File: src/design/evad_pkg.sv
// ----------------------------------------------------------------------------
// evad_pkg
// Types and constants shared by the energy voice activity detector modules.
// ----------------------------------------------------------------------------
package evad_pkg;

	// Input request: one PCM sample and its frame marks.
	typedef struct packed {
		logic signed [15:0] sample;
		logic               sample_valid;
		logic               frame_end;
	} in_item_t;

	// Result request: one per non-empty frame.
	typedef struct packed {
		logic active;
		logic speech_start;
		logic speech_end;
		logic frame_is_speech;
		logic overflow;
	} out_item_t;

	// Request passed from the front to the back part.
	typedef struct packed {
		logic               acc;
		logic               div3;
		logic               fend;
		logic signed [17:0] value;
	} mid_item_t;

	// Configuration register file.
	typedef struct packed {
		logic        rate_is_48k;
		logic [15:0] min_speech_count;
		logic [15:0] min_silence_count;
		logic [30:0] speech_level;
	} cfg_t;

	localparam int CFG_IDX_W  = 2;
	localparam int CFG_DATA_W = 31;

	localparam logic [CFG_IDX_W-1:0] REG_RATE_IS_48K       = 2'd0;
	localparam logic [CFG_IDX_W-1:0] REG_MIN_SPEECH_COUNT  = 2'd1;
	localparam logic [CFG_IDX_W-1:0] REG_MIN_SILENCE_COUNT = 2'd2;
	localparam logic [CFG_IDX_W-1:0] REG_SPEECH_LEVEL      = 2'd3;

	localparam logic        RST_RATE_IS_48K       = 1'b0;
	localparam logic [15:0] RST_MIN_SPEECH_COUNT  = 16'd10;
	localparam logic [15:0] RST_MIN_SILENCE_COUNT = 16'd25;
	localparam logic [30:0] RST_SPEECH_LEVEL      = 31'd107374;

	// Division by three: (x * 43691) >> 17 is exact for 0 <= x <= 98304.
	localparam logic [15:0] DIV3_RECIP = 16'd43691;
	localparam int          DIV3_SHIFT = 17;

	localparam logic [15:0] RUN_MAX = 16'hFFFF;

	localparam logic [1:0] GROUP_LAST = 2'd2;

endpackage

File: src/design/energy_voice_activity_detector.sv
// A frame-end request goes through the input queue, back stages and result queue.
// Throughput: one request per cycle; the back pipeline holds only while its
// four-entry result queue is full, and the input queue then fills behind it.
// Reset clears the accumulators, run counters and segment state, empties both
// queues and returns the configuration registers to their default values.
// ----------------------------------------------------------------------------
// energy_voice_activity_detector
// Frame energy voice activity detector with optional 48 kHz to 16 kHz
// averaging, run counters and speech start and end events.
// ----------------------------------------------------------------------------
module energy_voice_activity_detector #(
	parameter int FRAME_MAX = 4096
) (
	input  logic                                clk,
	input  logic                                arst_n,
	input  logic                                push,
	input  evad_pkg::in_item_t                  item,
	output logic                                full,
	input  logic                                pop,
	output logic                                empty,
	output evad_pkg::out_item_t                 result,
	input  logic                                cfg_wr_en,
	input  logic [evad_pkg::CFG_IDX_W-1:0]      cfg_index,
	input  logic [evad_pkg::CFG_DATA_W-1:0]     cfg_data
);
	evad_pkg::cfg_t      cfg_q;
	logic                mid_valid;
	logic                mid_pop;
	evad_pkg::mid_item_t mid_item;

	always_ff @(posedge clk or negedge arst_n) begin
		if (!arst_n) begin
			cfg_q.rate_is_48k       <= evad_pkg::RST_RATE_IS_48K;
			cfg_q.min_speech_count  <= evad_pkg::RST_MIN_SPEECH_COUNT;
			cfg_q.min_silence_count <= evad_pkg::RST_MIN_SILENCE_COUNT;
			cfg_q.speech_level      <= evad_pkg::RST_SPEECH_LEVEL;
		end else if (cfg_wr_en) begin
			unique case (cfg_index)
				evad_pkg::REG_RATE_IS_48K:       cfg_q.rate_is_48k       <= cfg_data[0];
				evad_pkg::REG_MIN_SPEECH_COUNT:  cfg_q.min_speech_count  <= cfg_data[15:0];
				evad_pkg::REG_MIN_SILENCE_COUNT: cfg_q.min_silence_count <= cfg_data[15:0];
				evad_pkg::REG_SPEECH_LEVEL:      cfg_q.speech_level      <= cfg_data[30:0];
				default:                         cfg_q <= cfg_q;
			endcase
		end
	end

	evad_front u_front (
		.clk        (clk),
		.arst_n     (arst_n),
		.rate_is_48k(cfg_q.rate_is_48k),
		.push       (push),
		.item       (item),
		.full       (full),
		.mid_pop    (mid_pop),
		.mid_valid  (mid_valid),
		.mid_item   (mid_item)
	);

	evad_back #(
		.FRAME_MAX(FRAME_MAX)
	) u_back (
		.clk      (clk),
		.arst_n   (arst_n),
		.cfg      (cfg_q),
		.mid_valid(mid_valid),
		.mid_item (mid_item),
		.mid_pop  (mid_pop),
		.pop      (pop),
		.empty    (empty),
		.result   (result)
	);

	// The back part only takes a request that the front part offers.
	a_mid_pop_valid: assert property (@(posedge clk) disable iff (!arst_n)
		mid_pop |-> mid_valid)
		else $error("back part took a request from an empty queue");

	// A start without an end leaves the segment active.
	a_start_active: assert property (@(posedge clk) disable iff (!arst_n)
		!empty && result.speech_start && !result.speech_end |-> result.active)
		else $error("speech start without active segment");

	// An end always leaves the segment inactive.
	a_end_inactive: assert property (@(posedge clk) disable iff (!arst_n)
		!empty && result.speech_end |-> !result.active)
		else $error("speech end with segment still active");

endmodule

File: src/design/evad_fifo.sv
// ----------------------------------------------------------------------------
// evad_fifo
// Small register-based first-in first-out queue.
// ----------------------------------------------------------------------------
module evad_fifo #(
	parameter int WIDTH = 8,
	parameter int DEPTH = 4
) (
	input  logic             clk,
	input  logic             arst_n,
	input  logic             wr_en,
	input  logic [WIDTH-1:0] wr_data,
	input  logic             rd_en,
	output logic [WIDTH-1:0] rd_data,
	output logic             full,
	output logic             empty
);
	localparam int AW = (DEPTH > 1) ? $clog2(DEPTH) : 1;
	localparam int CW = $clog2(DEPTH + 1);

	logic [WIDTH-1:0] mem_q [DEPTH];
	logic [AW-1:0]    wr_ptr_q;
	logic [AW-1:0]    rd_ptr_q;
	logic [CW-1:0]    count_q;
	logic             do_wr;
	logic             do_rd;

	assign full    = (count_q == CW'(DEPTH));
	assign empty   = (count_q == '0);
	assign do_wr   = wr_en && !full;
	assign do_rd   = rd_en && !empty;
	assign rd_data = mem_q[rd_ptr_q];

	always_ff @(posedge clk) begin
		if (do_wr) begin
			mem_q[wr_ptr_q] <= wr_data;
		end
	end

	always_ff @(posedge clk or negedge arst_n) begin
		if (!arst_n) begin
			wr_ptr_q <= '0;
			rd_ptr_q <= '0;
			count_q  <= '0;
		end else begin
			if (do_wr) begin
				wr_ptr_q <= (wr_ptr_q == AW'(DEPTH - 1)) ? '0 : wr_ptr_q + 1'b1;
			end
			if (do_rd) begin
				rd_ptr_q <= (rd_ptr_q == AW'(DEPTH - 1)) ? '0 : rd_ptr_q + 1'b1;
			end
			unique case ({do_wr, do_rd})
				2'b10:   count_q <= count_q + 1'b1;
				2'b01:   count_q <= count_q - 1'b1;
				default: count_q <= count_q;
			endcase
		end
	end

endmodule

File: src/design/evad_front.sv
// ----------------------------------------------------------------------------
// evad_front
// Accepts sample requests, forms three-sample groups in 48 kHz mode and
// queues accumulate and frame-end requests for the back part.
// ----------------------------------------------------------------------------
module evad_front (
	input  logic                clk,
	input  logic                arst_n,
	input  logic                rate_is_48k,
	input  logic                push,
	input  evad_pkg::in_item_t  item,
	output logic                full,
	input  logic                mid_pop,
	output logic                mid_valid,
	output evad_pkg::mid_item_t mid_item
);
	localparam int MW = $bits(evad_pkg::mid_item_t);

	logic signed [17:0]  group_sum_q;
	logic [1:0]          group_phase_q;
	logic signed [17:0]  sample_ext;
	logic signed [17:0]  sum_next;
	logic                group_done;
	logic                accept;
	logic                mid_empty;
	logic [MW-1:0]       mid_rd;
	evad_pkg::mid_item_t wr_item;

	assign accept     = push && !full;
	assign sample_ext = 18'(item.sample);
	assign sum_next   = group_sum_q + sample_ext;
	assign group_done = (group_phase_q == evad_pkg::GROUP_LAST);

	always_comb begin
		wr_item.acc   = item.sample_valid && (!rate_is_48k || group_done);
		wr_item.div3  = rate_is_48k;
		wr_item.fend  = item.frame_end;
		wr_item.value = rate_is_48k ? sum_next : sample_ext;
	end

	always_ff @(posedge clk or negedge arst_n) begin
		if (!arst_n) begin
			group_sum_q   <= '0;
			group_phase_q <= '0;
		end else if (accept) begin
			// A frame end drops any partial group.
			if (item.frame_end || (item.sample_valid && rate_is_48k && group_done)) begin
				group_sum_q   <= '0;
				group_phase_q <= '0;
			end else if (item.sample_valid && rate_is_48k) begin
				group_sum_q   <= sum_next;
				group_phase_q <= group_phase_q + 1'b1;
			end
		end
	end

	evad_fifo #(
		.WIDTH(MW),
		.DEPTH(4)
	) u_mid_fifo (
		.clk    (clk),
		.arst_n (arst_n),
		.wr_en  (accept && (wr_item.acc || wr_item.fend)),
		.wr_data(MW'(wr_item)),
		.rd_en  (mid_pop),
		.rd_data(mid_rd),
		.full   (full),
		.empty  (mid_empty)
	);

	assign mid_valid = !mid_empty;
	assign mid_item  = evad_pkg::mid_item_t'(mid_rd);

endmodule

File: src/design/evad_back.sv
// ----------------------------------------------------------------------------
// evad_back
// Scales grouped samples, squares and accumulates them, and at frame end
// compares energy against the level and runs the segment state.
// ----------------------------------------------------------------------------
module evad_back #(
	parameter int FRAME_MAX = 4096
) (
	input  logic                clk,
	input  logic                arst_n,
	input  evad_pkg::cfg_t      cfg,
	input  logic                mid_valid,
	input  evad_pkg::mid_item_t mid_item,
	output logic                mid_pop,
	input  logic                pop,
	output logic                empty,
	output evad_pkg::out_item_t result
);
	localparam int CW = $clog2(FRAME_MAX + 1);
	localparam int EW = CW + 30;
	localparam int PW = CW + 31;
	localparam int OW = $bits(evad_pkg::out_item_t);

	logic stall;
	logic out_full;

	// Stage 1: divide a group sum by three in 48 kHz mode, else pass the sample.
	logic               valid_s1;
	logic               acc_s1;
	logic               fend_s1;
	logic signed [15:0] smp_s1;
	logic [16:0]        mag;
	logic [32:0]        div_prod;
	logic [15:0]        quot;
	logic signed [15:0] smp_next;

	// Stage 2: square.
	logic               valid_s2;
	logic               acc_s2;
	logic               fend_s2;
	logic [30:0]        sq_s2;
	logic signed [31:0] sq_full;

	// Frame accumulator.
	logic [EW-1:0] energy_q;
	logic [CW-1:0] count_q;
	logic          ovf_q;
	logic [EW-1:0] energy_n;
	logic [CW-1:0] count_n;
	logic          ovf_n;
	logic          room;

	// Stage 3: frame snapshot.
	logic          fvalid_s3;
	logic [EW-1:0] energy_s3;
	logic [CW-1:0] count_s3;
	logic          ovf_s3;

	// Stage 4: threshold product.
	logic          fvalid_s4;
	logic [EW-1:0] energy_s4;
	logic [PW-1:0] prod_s4;
	logic          ovf_s4;

	// Segment state.
	logic [15:0] speech_run_q;
	logic [15:0] silence_run_q;
	logic        active_q;
	logic [15:0] speech_run_n;
	logic [15:0] silence_run_n;
	logic        loud_frame;
	logic        start;
	logic        stop;
	logic        active_mid;

	evad_pkg::out_item_t wr_res;
	logic [OW-1:0]       rd_res;

	// The whole pipeline holds while the result queue is full.
	assign stall   = out_full;
	assign mid_pop = mid_valid && !stall;

	always_comb begin
		mag      = mid_item.value[17] ? 17'(-mid_item.value) : mid_item.value[16:0];
		div_prod = 33'(mag) * 33'(evad_pkg::DIV3_RECIP);
		quot     = div_prod[evad_pkg::DIV3_SHIFT +: 16];
		if (!mid_item.div3) begin
			smp_next = mid_item.value[15:0];
		end else if (mid_item.value[17]) begin
			smp_next = -quot;
		end else begin
			smp_next = quot;
		end
	end

	assign sq_full = smp_s1 * smp_s1;

	always_comb begin
		room     = (count_q < CW'(FRAME_MAX));
		energy_n = energy_q;
		count_n  = count_q;
		ovf_n    = ovf_q;
		if (acc_s2) begin
			if (room) begin
				energy_n = energy_q + EW'(sq_s2);
				count_n  = count_q + 1'b1;
			end else begin
				ovf_n = 1'b1;
			end
		end
	end

	always_comb begin
		loud_frame = (PW'(energy_s4) > prod_s4);
		if (loud_frame) begin
			speech_run_n  = (speech_run_q == evad_pkg::RUN_MAX) ? speech_run_q
				: speech_run_q + 1'b1;
			silence_run_n = '0;
		end else begin
			silence_run_n = (silence_run_q == evad_pkg::RUN_MAX) ? silence_run_q
				: silence_run_q + 1'b1;
			speech_run_n  = '0;
		end
		start      = !active_q && (speech_run_n >= cfg.min_speech_count);
		active_mid = active_q || start;
		stop       = active_mid && (silence_run_n >= cfg.min_silence_count);
		wr_res.active          = active_mid && !stop;
		wr_res.speech_start    = start;
		wr_res.speech_end      = stop;
		wr_res.frame_is_speech = loud_frame;
		wr_res.overflow        = ovf_s4;
	end

	always_ff @(posedge clk) begin
		if (!stall) begin
			acc_s1    <= mid_item.acc;
			fend_s1   <= mid_item.fend;
			smp_s1    <= smp_next;
			acc_s2    <= acc_s1;
			fend_s2   <= fend_s1;
			sq_s2     <= sq_full[30:0];
			energy_s3 <= energy_n;
			count_s3  <= count_n;
			ovf_s3    <= ovf_n;
			energy_s4 <= energy_s3;
			prod_s4   <= PW'(cfg.speech_level) * PW'(count_s3);
			ovf_s4    <= ovf_s3;
		end
	end

	always_ff @(posedge clk or negedge arst_n) begin
		if (!arst_n) begin
			valid_s1      <= 1'b0;
			valid_s2      <= 1'b0;
			fvalid_s3     <= 1'b0;
			fvalid_s4     <= 1'b0;
			energy_q      <= '0;
			count_q       <= '0;
			ovf_q         <= 1'b0;
			speech_run_q  <= '0;
			silence_run_q <= '0;
			active_q      <= 1'b0;
		end else if (!stall) begin
			valid_s1  <= mid_pop;
			valid_s2  <= valid_s1;
			fvalid_s3 <= valid_s2 && fend_s2 && (count_n != '0);
			fvalid_s4 <= fvalid_s3;
			if (valid_s2) begin
				// A frame end starts the next frame from zero, empty or not.
				if (fend_s2) begin
					energy_q <= '0;
					count_q  <= '0;
					ovf_q    <= 1'b0;
				end else begin
					energy_q <= energy_n;
					count_q  <= count_n;
					ovf_q    <= ovf_n;
				end
			end
			if (fvalid_s4) begin
				speech_run_q  <= speech_run_n;
				silence_run_q <= silence_run_n;
				active_q      <= wr_res.active;
			end
		end
	end

	evad_fifo #(
		.WIDTH(OW),
		.DEPTH(4)
	) u_out_fifo (
		.clk    (clk),
		.arst_n (arst_n),
		.wr_en  (fvalid_s4 && !stall),
		.wr_data(OW'(wr_res)),
		.rd_en  (pop),
		.rd_data(rd_res),
		.full   (out_full),
		.empty  (empty)
	);

	assign result = evad_pkg::out_item_t'(rd_res);

endmodule
File: config.mk
export PLATFORM = sky130hd
export DESIGN_NAME = energy_voice_activity_detector
export DESIGN_NICKNAME = d
export VERILOG_FILES = /design/src/design/evad_pkg.sv /design/src/design/energy_voice_activity_detector.sv /design/src/design/evad_fifo.sv /design/src/design/evad_front.sv /design/src/design/evad_back.sv
export SDC_FILE = /design/constraint.sdc
export NUM_CORES = 2
export LEC_CHECK = 0
export BUFFER_PORTS_ARGS = -buffer_cell sky130_fd_sc_hd__buf_2
export CAP_MARGIN = 20
export CORE_MARGIN = 4
export CORE_UTILIZATION = 31
export CTS_CLUSTER_SIZE = 16
export DETAILED_ROUTE_END_ITERATION = 8
export GPL_ROUTABILITY_DRIVEN = 0
export SETUP_SLACK_MARGIN = 0.4
export SLEW_MARGIN = 15
export SYNTH_ARGS = -nofsm -noshare
export SYNTH_HDL_FRONTEND = slang
export SYNTH_SLANG_ARGS = --single-unit
File: constraint.sdc
create_clock -name clk -period 15.71 [get_ports clk]
set_input_delay 1.571 -clock clk [delete_from_list [all_inputs] [get_ports clk]]
set_output_delay 1.571 -clock clk [all_outputs]
set_load 0.005 [all_outputs]
# Yosys cells after proc, flatten, opt, wreduce, memory -nomap -nowiden
# Memories as Yosys holds them, arrays and structs flattened.
# Index checks and enable logic that the tools add are counted.
# W data, S select, Z words.
# totals
ff_bits	388
latch_bits	0
ramBits	104
mem_bits_ro	0
input_bits	56
wordCells	148
mem_count	2
# op_classes
n_addsub	16
multipliers	3
div_mod_pow	0
magnitude_cmp	4
eq_ne	16
shift	0
muxes	31
n_bitwise	1
reduce_logical	41
# mem_list
name	depth	width	rd	rd_clocked_by_memory_dff	write_ports	line	rtl
u_front.u_mid_fifo.mem_q	4	21	1	0	1	evad_fifo.sv:21	logic [WIDTH-1:0] mem_q [DEPTH];
u_back.u_out_fifo.mem_q	4	5	1	0	1	evad_fifo.sv:21	
# op_table
cell	count
$mux W43	3
$mux W16	6
$mux W18	3
$gt A43 B44 Y1	1
$mul A31 B13 Y44	1
$add A43 B31 Y43	1
$mux W13	3
$mul A17 B16 Y33 const B	1
$add A16 B1 Y16 const B	2
$eq A16 B16 Y1 const B	2
$ge A16 B16 Y1	2
$mul A16 B16 Y31	1
$add A18 B16 Y18	1
$eq A2 B2 Y1 const B	9
$mux W17	1
$neg A17 Y17	1
$logic_and A1 B1 Y1	16
$neg A16 Y16	1
$reduce_and A2 Y1	7
$add A13 B1 Y13 const B	1
$lt A13 B13 Y1 const B	1
$reduce_bool A13 Y1	1
$mux W2	6
$pmux W3 S2	2
other kinds (12)	39

# Depth between registers and ports, before layout
# logic_depth
word_depth	9
ltp_mapped	35
mapped_depth_nobuf	34

# Cells and area by module
# A second synthesis with hierarchy kept.
# unflattened
cells_unflattened	4882
area_unflattened_um2	50619.8
# modules_own_cells
module	instances	cells_each	area_per_inst_um2
evad_back	1	4289	41254.6
evad_fifo at u_front.u_mid_fifo	1	150	3514.6
energy_voice_activity_detector	1	137	2605.0
evad_front	1	239	2042.0
evad_fifo at u_back.u_out_fifo	1	67	1203.7

# Worst setup path before layout
# Ideal clock, no wire load.
# synth_path
path_kind	register to register
from	register u_front.u_mid_fifo.rd_ptr_q[0]
to	register u_back.smp_s1[15], data pin
setup_ns	0.260
t_arrival_ns	9.140
required_time_ns	15.450
path_slack_ns	6.311
stages_incl_launch_ff	32
path_buffers	2
cell_sequence	dfrtp_1 buf_6 buf_1 mux4_2 nor4_1 nand3b_1 o41ai_1 o21ai_0 xor2_1 ha_1 ha_1 inv_1 fa_1 inv_1 fa_1 fa_1 inv_1 fa_1 inv_1 ha_1 nand2_1 o21ai_0 or2_2 or4_4 nand2_1 xor2_1 nand3_1 or3_4 a2111oi_4 a31oi_1 xnor2_1 mux2_2
# synth_between
elab_chain_cells	7
# synth_rtl
element	line	rtl
from (decl)	evad_fifo.sv:23	logic [AW-1:0] rd_ptr_q;
from (signal assigned)	evad_fifo.sv:50	rd_ptr_q <= (rd_ptr_q == AW'(DEPTH - 1)) ? '0 : rd_ptr_q + 1'b1;
$mem_v2 Z4 W21 *	-	
$neg A17 Y17	evad_back.sv:84	mag = mid_item.value[17] ? 17'(-mid_item.value) : mid_item.value[16:0];
$mux W17	evad_back.sv:84	
$mul A17 B16 Y33	evad_back.sv:85	div_prod = 33'(mag) * 33'(evad_pkg::DIV3_RECIP);
$neg A16 Y16	evad_back.sv:90	smp_next = -quot;
$mux W16	evad_back.sv:89	end else if (mid_item.value[17]) begin
$mux W16 *	evad_back.sv:87	if (!mid_item.div3) begin
named net u_back.smp_next[15]	evad_back.sv:35	logic signed [15:0] smp_next;
to (signal assigned)	evad_back.sv:138	smp_s1 <= smp_next;
to (decl)	evad_back.sv:31	logic signed [15:0] smp_s1;
# The timed path passes the listed nets; every way through them passes the cells marked *.
# A chain may end at the register's enable or synchronous reset.

# Worst setup path after layout
# Ends and elaborated chain as after synthesis.

==> flow_summary_export.csv <==
group,metric,value,unit
setup_path,cp.buffers_inverters,5,
detailed_routing,post-route-drc-count,0,
clock_network,root_buffer,"clkbuf_16",
clock_network,htreeDepth,2,
setup_path,r2r_setup_slack,5.24,ns
layout,multiInputGateArea,0.0316,mm2
setup_path,rr_worst_depth,30,
floorplanning,die_y,407,um
sta,fmax,95.5,MHz
min_path,hold_start,"u_back.energy_s3[15]",
setup_path,max_stage_delay,0.87,ns
min_path,min_path_cells,0,
floorplanning,rows,146,
floorplanning,die_area,0.165,mm2
synth,ys.flop_type,"edfxtp_1",
sta,slew_violations,0,
synth,synth_async_sr_flop_share,0.391,
layout,fin_nets,5897,
synth,synthSimpleGateAreaFrac,0.114,
synth,synthXorXnorAreaFrac,0.0418,
sta,fin_worst_skew,0.0944,ns
grt,antenna_found_initial,7,
synth,synth_area,0.0493,mm2
synth,synth_cell_types,79,
clock_network,cts_buffers,54,
clock_network,post-cts-setup-buffer-count,0,
synth,synth_adder_area_share,0.368,
floorplanning,initial_core_util,0.311,
grt,gr-total-overflow,0,
synth,syn_area_per_cell,10.3,um2
setup_path,arrival,10.86,ns
layout,final_cell_mix,"inv_1, fa_1, nand2_1",
setup_path,cp.required,16.10,ns
setup_path,cpLargestDelayFamily,"adder cells",
placed_design,dp_hpwl,85.5,mm
clock_network,clkTransAtPathRegs,0.06,ns
sta,period_needed,10.47,ns
clock_network,cts_hold_buf,0,
clock_network,cts_sinks,491,
setup_path,path_class,"register to register",
layout,finish.instance_area,0.0539,mm2
layout,ff_latch_area,0.0138,mm2
min_path,hp-class,"register to register",
sta,hold_viol,0,
sta,worst_pin_slew,1.09,ns
setup_path,setup.worst_path.end_class,"register",
synth,syn-num-nets,5899,
clock_network,cts_buffer_depth,3,
layout,area_delta_synth_final,9.35,%
synth,synth_top_family_by_area,"adder cells",
grt,grtUsageTotal,0.137,
sta,rsz0062_at_grt,"false",
setup_path,setup.worst_path.start_class,"register",
grt,grt_max_degree,129,
synth,synth_top_area_cell,"fa_1",
flow_run,cap_violations,0,
synth,synth_seq_cells,491,
setup_path,r2r-start,"u_front.u_mid_fifo.rd_ptr_q[0]",
synth,netlist_top_cells_area,"fa_1, edfxtp_1, ha_1, dfrtp_1, inv_1",
floorplanning,ios,63,
synth,synth_edf_count,299,
detailed_routing,dr.pass1.iters,5,
grt,grt_pass1_wl,185,mm
outcome,outcome,"completed",
clock_network,tritoncts,"done",
sta,setup_viol,0,
detailed_routing,routed_wl,111,mm
synth,yosys-mux-area-fraction,0.0348,
setup_path,path_max_fanout,24,
detailed_routing,antenna_left,0,
synth,yosysSeqAreaShare,0.280,
floorplanning,design.core.area,0.158,mm2
detailed_routing,drtIter0Drc,1809,
sta,fin_crit_sh,0.667,
placed_design,io_buffers,62,
detailed_routing,avgRoutedWirePerCell,16.0,um
layout,fin_util,0.340,
layout,layout_commonest_cell,"inv_1",
sta,tns,0,ns
synth,yosysWarnings,0,
min_path,worst_hold_path.endpoint,"u_back.energy_s4[15]",
detailed_routing,via_count,32700,
clock_network,cts_resized,0,
detailed_routing,vias_per_cell,4.74,
grt,first_global_vias,34800,
floorplanning,die_w,407,um
sta,max_slew_margin,0.274,
layout,fillers,15900,
synth,synth_compound_area_frac,0.0827,
sta,holdWs,0.353,ns
setup_path,crit_slowest_cell,"o41ai_1",
synth,synth_top_area_frac,0.256,
synth,syn_inst,4774,
layout,drive_above_1_share,0.0747,
clock_network,clock_latency,0.67,ns
setup_path,r2r-end,"u_back.smp_s1[15]",
placed_design,place_area,0.0519,mm2
-- cell usage after synthesis, drive strengths merged (32+ instances only) --
| master | count |
|---|---|
| a21oi | 176 |
| nand2b | 33 |
| nor3 | 34 |
| nand3 | 59 |
| xor2 | 90 |
| o21ai | 162 |
| and2 | 216 |
| edfxtp | 299 |
| dfrtp | 177 |
| a21o | 92 |
| clkbuf | 147 |
| mux2 | 91 |
| nor2 | 158 |
| inv | 868 |
| ha | 439 |
| xnor2 | 145 |
| nand2 | 541 |
| o31ai | 32 |
| a22o | 36 |
| fa | 630 |
-- worst max-delay path by stage --
stage	from	slack [ns]	to	depth (start not counted)
global route	u_front.u_mid_fifo.rd_ptr_q[0]	4.56	u_back.smp_s1[15]	30
floorplan	u_front.u_mid_fifo.rd_ptr_q[0]	6.31	u_back.smp_s1[15]	31
finish	u_front.u_mid_fifo.rd_ptr_q[0]	5.24	u_back.smp_s1[15]	30
global placement	u_front.u_mid_fifo.rd_ptr_q[0]	5.52	u_back.smp_s1[15]	30
CTS	u_front.u_mid_fifo.rd_ptr_q[0]	5.25	u_back.smp_s1[15]	30
detailed placement	u_front.u_mid_fifo.rd_ptr_q[0]	5.32	u_back.smp_s1[15]	30
-- layout make-up --
cell class                      count  area share
Antenna cell                        4    0.000186
Timing Repair Buffer              100      0.0126
Sequential cell                   491       0.256
Clock buffer                       68      0.0270
Tap cell                         2072      0.0481
Inverter                          869      0.0607
Clock inverter                     34     0.00836
Multi-Input combinational cell   3256       0.587
-- flip-flops by register name, summed over array words and instances (netlist names), 2 cells and up --
register / count
cfg_q: 64
u_back.count_q: 13
u_back.count_s3: 13
u_back.energy_q: 43
u_back.energy_s3: 43
u_back.energy_s4: 43
u_back.prod_s4: 44
u_back.silence_run_q: 16
u_back.smp_s1: 16
u_back.speech_run_q: 16
u_back.sq_s2: 30
u_back.u_out_fifo.count_q: 3
u_back.u_out_fifo.mem_q: 20
u_back.u_out_fifo.rd_ptr_q: 2
u_back.u_out_fifo.wr_ptr_q: 2
u_front.group_phase_q: 2
u_front.group_sum_q: 18
u_front.u_mid_fifo.count_q: 3
u_front.u_mid_fifo.mem_q: 84
u_front.u_mid_fifo.rd_ptr_q: 2
u_front.u_mid_fifo.wr_ptr_q: 2
-- layer usage --
layer  up-vias  global-route usage  share of wire
met4         0              0.0321          0.022
met5         -                   0              0
li1      15500                   -              -
met1     16400               0.185           0.45
met3       153              0.0185          0.046
met2       643               0.234           0.48
-- metrics by stage --
| step | setup slack, ns | instances |
|---|---|---|
| 2_1_floorplan | 6.31 | 4774 |
| 3_3_place_gp | 5.52 | 6785 |
| 3_5_place_dp | 5.32 | 6785 |
| 4_1_cts | 5.25 | 6887 |
| 5_1_grt | 4.56 | 6890 |
| 6_report | 5.24 | 6894 |
-- kinds of logic (layout without fill, tap and decap cells) --
| group | count (synthesis) | in the layout |
|---|---|---|
| DFF | 491 | 491 |
| other | 0 | 4 |
| buffers and inverters | 1027 | 1071 |
| muxes | 127 | 127 |
| adders and majority gates | 1069 | 1069 |
| AOI/OAI and AO/OA | 637 | 637 |
| xor gates and xnor gates | 235 | 235 |
| and+or+nand+nor | 1188 | 1188 |
Power is not shown: default switching activity piles up to over one toggle a cycle in this logic, so the estimate is an artifact.
